**src/hw/rtl/nsf_pkg.sv**
```systemverilog
// ----------------------------------------------------------------------------
// nsf_pkg
// Shared types and character constants for the NMEA sentence framer.
// ----------------------------------------------------------------------------
package nsf_pkg;

    // Sentence delimiters
    localparam logic [7:0] CHAR_DOLLAR = 8'h24;
    localparam logic [7:0] CHAR_BANG   = 8'h21;
    localparam logic [7:0] CHAR_CR     = 8'h0D;
    localparam logic [7:0] CHAR_LF     = 8'h0A;

    localparam int         WORD_BYTES   = 8;
    localparam int         WORD_LIMIT   = 128;  // 16 words of 8 bytes
    localparam logic [7:0] MAX_LEN_INIT = 8'd128;

    // Store address is wide enough for the largest usable store
    localparam int STORE_AW = 7;

    typedef enum logic [1:0] {
        ST_IDLE,
        ST_FETCH,
        ST_PACK,
        ST_SEND
    } state_t;

    typedef struct packed {
        logic                en;
        logic [STORE_AW-1:0] addr;
        logic [7:0]          data;
    } wr_t;

endpackage

```
**src/hw/rtl/nsf_store.sv**
```systemverilog
// ----------------------------------------------------------------------------
// nsf_store
// Sentence byte store: one write port, one registered read port.
// ----------------------------------------------------------------------------
module nsf_store #(
    parameter int DEPTH = 128
) (
    input  logic                         clk,
    input  nsf_pkg::wr_t                 wr,
    input  logic [nsf_pkg::STORE_AW-1:0] rd_addr,
    output logic [7:0]                   rd_data
);

    localparam int AW = $clog2(DEPTH);

    logic [7:0] store_mem [DEPTH];
    logic [7:0] rd_data_reg;

    always_ff @(posedge clk)
    begin
        if (wr.en)
        begin
            store_mem[wr.addr[AW-1:0]] <= wr.data;
        end
    end

    always_ff @(posedge clk)
    begin
        rd_data_reg <= store_mem[rd_addr[AW-1:0]];
    end

    assign rd_data = rd_data_reg;

endmodule

```
**src/hw/rtl/nmea_sentence_framer.sv**
```systemverilog
// ----------------------------------------------------------------------------
// nmea_sentence_framer
// Cuts NMEA 0183 sentences out of a byte stream and emits them as 8-byte words.
// ----------------------------------------------------------------------------
// While a sentence is being collected the block accepts one byte per
// cycle. When CR LF closes a sentence the block raises in_stall and
// reads the sentence back out of its byte store: each stored byte is
// addressed (ST_FETCH), then packed into the word (ST_PACK), and each
// emitted word is held in ST_SEND as long as out_stall is high. The
// sentence length limit is the smallest of the configured maximum length
// (cfg_data), BUFFER_DEPTH and 128; longer sentences are dropped silently.
module nmea_sentence_framer #(
    parameter int BUFFER_DEPTH = 128
) (
    input  logic        clk,
    input  logic        rst_n,

    input  logic        cfg_valid,
    output logic        cfg_ready,
    input  logic [7:0]  cfg_data,

    input  logic        in_valid,
    output logic        in_stall,
    input  logic [7:0]  data_byte,

    output logic        out_valid,
    input  logic        out_stall,
    output logic [63:0] frame_word,
    output logic [3:0]  byte_count,
    output logic        last_of_frame
);

    localparam int STORE_DEPTH = (BUFFER_DEPTH < nsf_pkg::WORD_LIMIT) ?
                                 BUFFER_DEPTH : nsf_pkg::WORD_LIMIT;
    localparam logic [7:0] STORE_DEPTH_B = 8'(STORE_DEPTH);

    nsf_pkg::state_t state_reg, state_next;
    logic [7:0]  max_len_reg, max_len_next;
    logic [7:0]  fill_reg, fill_next;
    logic        in_frame_reg, in_frame_next;
    logic        cr_seen_reg, cr_seen_next;
    logic [7:0]  rd_ptr_reg, rd_ptr_next;
    logic [3:0]  cnt_reg, cnt_next;
    logic        last_reg, last_next;
    logic [63:0] word_reg, word_next;

    nsf_pkg::wr_t wr;
    logic [7:0]  rd_data;
    logic [7:0]  limit;
    logic        in_fire;
    logic        is_start;

    nsf_store #(
        .DEPTH (STORE_DEPTH)
    ) u_store (
        .clk     (clk),
        .wr      (wr),
        .rd_addr (rd_ptr_reg[nsf_pkg::STORE_AW-1:0]),
        .rd_data (rd_data)
    );

    assign cfg_ready = 1'b1;
    assign limit     = (max_len_reg > STORE_DEPTH_B) ? STORE_DEPTH_B : max_len_reg;
    assign in_stall  = (state_reg != nsf_pkg::ST_IDLE);
    assign in_fire   = in_valid && !in_stall;
    assign is_start  = (data_byte == nsf_pkg::CHAR_DOLLAR) ||
                       (data_byte == nsf_pkg::CHAR_BANG);

    assign out_valid     = (state_reg == nsf_pkg::ST_SEND);
    assign frame_word    = word_reg;
    assign byte_count    = cnt_reg;
    assign last_of_frame = last_reg;

    always_comb
    begin
        state_next    = state_reg;
        max_len_next  = max_len_reg;
        fill_next     = fill_reg;
        in_frame_next = in_frame_reg;
        cr_seen_next  = cr_seen_reg;
        rd_ptr_next   = rd_ptr_reg;
        cnt_next      = cnt_reg;
        last_next     = last_reg;
        word_next     = word_reg;
        wr.en         = 1'b0;
        wr.addr       = fill_reg[nsf_pkg::STORE_AW-1:0];
        wr.data       = data_byte;

        if (cfg_valid && cfg_ready)
        begin
            max_len_next = cfg_data;
        end

        unique case (state_reg)
            nsf_pkg::ST_IDLE:
            begin
                if (in_fire)
                begin
                    priority if (is_start)
                    begin
                        wr.en         = 1'b1;
                        wr.addr       = '0;
                        fill_next     = 8'd1;
                        in_frame_next = 1'b1;
                        cr_seen_next  = 1'b0;
                    end
                    else if (!in_frame_reg)
                    begin
                        // hunting: byte outside a sentence
                    end
                    else if (fill_reg >= limit)
                    begin
                        fill_next     = '0;
                        in_frame_next = 1'b0;
                        cr_seen_next  = 1'b0;
                    end
                    else
                    begin
                        wr.en     = 1'b1;
                        fill_next = fill_reg + 8'd1;
                        if (data_byte == nsf_pkg::CHAR_LF && cr_seen_reg)
                        begin
                            // sentence complete, drain it
                            in_frame_next = 1'b0;
                            cr_seen_next  = 1'b0;
                            rd_ptr_next   = '0;
                            cnt_next      = '0;
                            last_next     = 1'b0;
                            word_next     = '0;
                            state_next    = nsf_pkg::ST_FETCH;
                        end
                        else
                        begin
                            cr_seen_next = (data_byte == nsf_pkg::CHAR_CR);
                        end
                    end
                end
            end

            nsf_pkg::ST_FETCH:
            begin
                // store read of rd_ptr lands in rd_data at this edge
                state_next = nsf_pkg::ST_PACK;
            end

            nsf_pkg::ST_PACK:
            begin
                word_next   = word_reg | ({56'd0, rd_data} << {cnt_reg[2:0], 3'b000});
                cnt_next    = cnt_reg + 4'd1;
                rd_ptr_next = rd_ptr_reg + 8'd1;
                if (rd_ptr_next == fill_reg)
                begin
                    last_next  = 1'b1;
                    state_next = nsf_pkg::ST_SEND;
                end
                else if (cnt_next == 4'(nsf_pkg::WORD_BYTES))
                begin
                    state_next = nsf_pkg::ST_SEND;
                end
                else
                begin
                    state_next = nsf_pkg::ST_FETCH;
                end
            end

            nsf_pkg::ST_SEND:
            begin
                if (!out_stall)
                begin
                    if (last_reg)
                    begin
                        fill_next  = '0;
                        last_next  = 1'b0;
                        state_next = nsf_pkg::ST_IDLE;
                    end
                    else
                    begin
                        word_next  = '0;
                        cnt_next   = '0;
                        state_next = nsf_pkg::ST_FETCH;
                    end
                end
            end

            default:
            begin
                state_next = nsf_pkg::ST_IDLE;
            end
        endcase
    end

    always_ff @(posedge clk or negedge rst_n)
    begin
        if (!rst_n)
        begin
            state_reg    <= nsf_pkg::ST_IDLE;
            max_len_reg  <= nsf_pkg::MAX_LEN_INIT;
            fill_reg     <= '0;
            in_frame_reg <= 1'b0;
            cr_seen_reg  <= 1'b0;
            rd_ptr_reg   <= '0;
            cnt_reg      <= '0;
            last_reg     <= 1'b0;
        end
        else
        begin
            state_reg    <= state_next;
            max_len_reg  <= max_len_next;
            fill_reg     <= fill_next;
            in_frame_reg <= in_frame_next;
            cr_seen_reg  <= cr_seen_next;
            rd_ptr_reg   <= rd_ptr_next;
            cnt_reg      <= cnt_next;
            last_reg     <= last_next;
        end
    end

    always_ff @(posedge clk)
    begin
        word_reg <= word_next;
    end

endmodule

```
**config.mk**
```make
export PLATFORM = sky130hd
export DESIGN_NAME = nmea_sentence_framer
export DESIGN_NICKNAME = d
export VERILOG_FILES = /design/src/hw/rtl/nsf_pkg.sv /design/src/hw/rtl/nsf_store.sv /design/src/hw/rtl/nmea_sentence_framer.sv
export SDC_FILE = /design/constraint.sdc
export NUM_CORES = 1
export LEC_CHECK = 0
export BUFFER_PORTS_ARGS = -buffer_cell sky130_fd_sc_hd__clkbuf_2
export CAP_MARGIN = 20
export CORE_AREA = 4 4 363 365
export CTS_BUF_LIST = sky130_fd_sc_hd__clkbuf_4
export CTS_CLUSTER_SIZE = 30
export DETAILED_ROUTE_END_ITERATION = 12
export DIE_AREA = 0 0 367 369
export GPL_TIMING_DRIVEN = 0
export PLACE_DENSITY_LB_ADDON = 0.15
export SETUP_SLACK_MARGIN = 0.05
export SYNTH_ARGS = -nofsm -noshare
export SYNTH_HDL_FRONTEND = slang
export SYNTH_SLANG_ARGS = --single-unit
```
**constraint.sdc**
```tcl
create_clock -name clk -period 5.22 [get_ports clk]
set_clock_uncertainty 0.2 [all_clocks]
set_input_delay 0.261 -clock clk [delete_from_list [all_inputs] [get_ports clk]]
set_output_delay 0.261 -clock clk [all_outputs]
set_load 0.005 [all_outputs]
```
==> flow_metrics.py <==
metrics = {
    "status": {
        "status": "complete, no violations",
    },
    "setup_path": {
        "cp_num_cells": 9,
        "cp_slowest_stage_delay_ns": 0.76,
        "path_cells": "clkinv_1 > ha_1 > a41o_1 > a21oi_1 > o21ai_1 > o21ai_0 > nand3_1 > buf_2 > nor2_1",
        "required_ns": 5.84,
        "cp_slowest_cell": "nor2_1",
        "cp_data_arrival_time_ns": 5.42,
        "cp_top_family": "simple AND/OR/NAND/NOR gates",
        "start_kind": "flip-flop",
        "crit_type": "reg2reg",
        "path_buf_inv": 2,
        "r2r_cells": 9,
        "worst_setup_path_end_kind": "flip-flop",
        "path_max_fanout": 10,
    },
    "timing": {
        "period_needed_ns": 4.80,
        "fmax_mhz": 208,
        "worst_pin_slew_ns": 1.11,
        "hold-worst-slack_ns": 0.153,
        "setup_violations": 0,
        "finalCritPeriodShare_pct": 91.9,
        "hold_viol_final": 0,
        "slew_violations": 0,
        "slew_headroom_pct": 26.1,
        "rsz0062_at_grt": "no",
    },
    "clocking": {
        "clockRootBuffer": "clkbuf_4",
        "holdBufCountCts": 54,
        "clkTransAtPathRegs_ns": 0.06,
        "post_cts_resize_count": 0,
        "clock_latency_ns": 1.20,
        "clock_sinks": 1129,
        "cts_tree": "built",
        "clockBufferDepth": 4,
        "post-cts-setup-buffer-count": 0,
        "htreeDepth": 5,
        "cts_made_buffers": 326,
    },
    "flow_run": {
        "maxCapViolCount": 0,
    },
    "grt": {
        "grt_max_degree": 132,
        "gr-total-overflow": 0,
        "antenna_found_initial": 8,
        "grt_pass1_wl_mm": 193,
        "grtUsageTotal_pct": 20.0,
        "grt_pass1_vias": 26600,
    },
    "synthesis": {
        "synth-edff-count": 1088,
        "synth_seq_cells": 1129,
        "synthTopCellsByArea": "edfxtp_1 (73%), mux4_2 (9.9%), mux2i_1 (3.0%), nor2_1 (1.8%), dfrtp_1 (1.8%)",
        "yosysWarnings": 0,
        "syn_area_per_cell_sq_um": 18.7,
        "yosys.area.top_type": "edfxtp_1",
        "synth_nets": 2431,
        "synth_top_area_share_pct": 72.9,
        "synth_flop_cell": "edfxtp_1",
        "ys_seq_area_share_pct": 75.1,
        "synthDistinctLibCells": 66,
        "netlist_area_sq_um": 44800,
        "synthArstFlopShare_pct": 2.92,
        "synthCells": 2398,
    },
    "power": {
        "p_total_uw": 24900,
        "ir_drop_mv": 0.228,
        "power.density_nw_per_um2": 477,
        "p_leak_uw": 0.0175,
    },
    "final_layout": {
        "drive_gt1_share_pct": 29.0,
        "final_common_cell": "edfxtp_1",
        "synthToLayoutAreaGrowth_pct": 16.6,
        "finalInstanceArea_sq_um": 52200,
        "multi_input_area_sq_um": 10300,
        "fin_nets": 2936,
        "fillers": 11800,
        "layout_common_cells": "edfxtp_1 (1088), clkbuf_4 (467), nor2_1 (214)",
        "largest_reg_flops": 1024,
        "regArea_sq_um": 33700,
    },
    "die": {
        "std_cell_rows": 132,
        "initial_core_util_pct": 34.8,
        "die_h_microns": 369,
        "core_sq_um": 129000,
        "boundaryPins": 93,
        "dieArea_sq_um": 135000,
        "die_w_microns": 367,
    },
    "routing": {
        "wl_mm": 136,
        "vias": 25800,
        "drt-initial-drc-count": 2685,
        "drtAntennaViolNets": 0,
        "dr.pass1.iters": 6,
        "viasPerCell": 5.40,
        "drc": 0,
        "wire_per_inst_microns": 28.5,
    },
    "placement": {
        "hpwl_mm": 88.1,
        "place_area_sq_um": 47800,
        "gp_congestion": 0.949,
        "io_buffer_count": 90,
    },
    "min_path": {
        "hold_depth": 2,
        "min_path_type": "in2reg",
    },
}
## worst paths after layout
check,start,to,slack [ns]
min,data_byte[5],u_store.store_mem[82][5]$_DFFE_PP_,0.15
min reg2reg,cr_seen_reg$_DFFE_PN0P_,cr_seen_reg$_DFFE_PN0P_,0.28
max reg2reg,max_len_reg[7]$_DFFE_PN1P_,u_store.store_mem[46][0]$_DFFE_PP_,0.42
min in group asynchronous,rst_n,byte_count[1]$_DFFE_PN0P_,0.49
max,max_len_reg[7]$_DFFE_PN1P_,u_store.store_mem[46][0]$_DFFE_PP_,0.42
max in group asynchronous,rst_n,max_len_reg[7]$_DFFE_PN1P_,4.06
## logic make-up after synthesis
logic type / count (synthesis) / share of synthesized area (%)
xor+xnor: 20 / 0.391
other cells: 1 / 0.00837
compound gates: 304 / 4.32
fa+ha+maj: 12 / 0.335
buf+inv: 152 / 1.84
simple gates: 424 / 4.14
mux: 356 / 13.8
flops: 1129 / 75.1
## final cells by class
class / instances / share of cell area, %
antenna: 7 / 0.0335
buffer: 144 / 1.53
clock buffer: 466 / 6.70
clock inverter: 61 / 0.551
inverter: 8 / 0.0575
multi-input combinational: 1117 / 19.8
sequential: 1129 / 64.4
tap: 1675 / 4.01
timing repair buffer: 177 / 2.87
## metal layers
metal,global-route usage [%],part of all wire (%)
met2,31.7,47
met4,8.22,3.6
met3,5.04,8.0
met1,26.4,42
met5,0,0
## Yosys cell counts, drive strengths merged, types with 2 or more instances
cell type,count
nand4,8
xor2,10
and2,6
ha,12
nor2,215
o21a,2
and3b,2
a22o,3
mux2,16
a21o,4
a21oi,112
a221oi,15
mux2i,134
a22oi,63
inv,7
o31ai,3
nor3b,6
nand2b,9
a211oi,7
mux4,206
or3,4
nor2b,11
nand2,87
clkbuf,70
and3,4
a311oi,2
nand3,38
a211o,6
nor3,27
nand3b,2
o311ai,7
o21ai,35
edfxtp,1088
dfxtp,8
xnor2,10
o211ai,11
o22ai,9
dfrtp,32
a31oi,18
buf,74
## stage by stage
| step | TNS, ns | utilization (%) | std cells | worst slack [ns] |
|---|---|---|---|---|
| floorplan | 0 | - | 2398 | 1.43 |
| global placement | -998.28 | 36.8 | 4163 | -1.52 |
| detailed placement | 0 | 37.1 | 4193 | 0.515 |
| CTS | 0 | 40.5 | 4774 | 0.512 |
| global route | 0 | 40.5 | 4784 | 0.257 |
| finish | 0 | 40.5 | 4784 | 0.423 |
## where the power goes
| group | internal, uW | switching (uW) | leakage [uW] |
|---|---|---|---|
| clock network | 4150 | 3630 | 0.00229 |
| logic | 2600 | 4400 | 0.00491 |
| registers | 10000 | 99.9 | 0.0103 |
| total | 16800 | 8130 | 0.0175 |
Note: power is estimated with default switching activity, not from simulation.
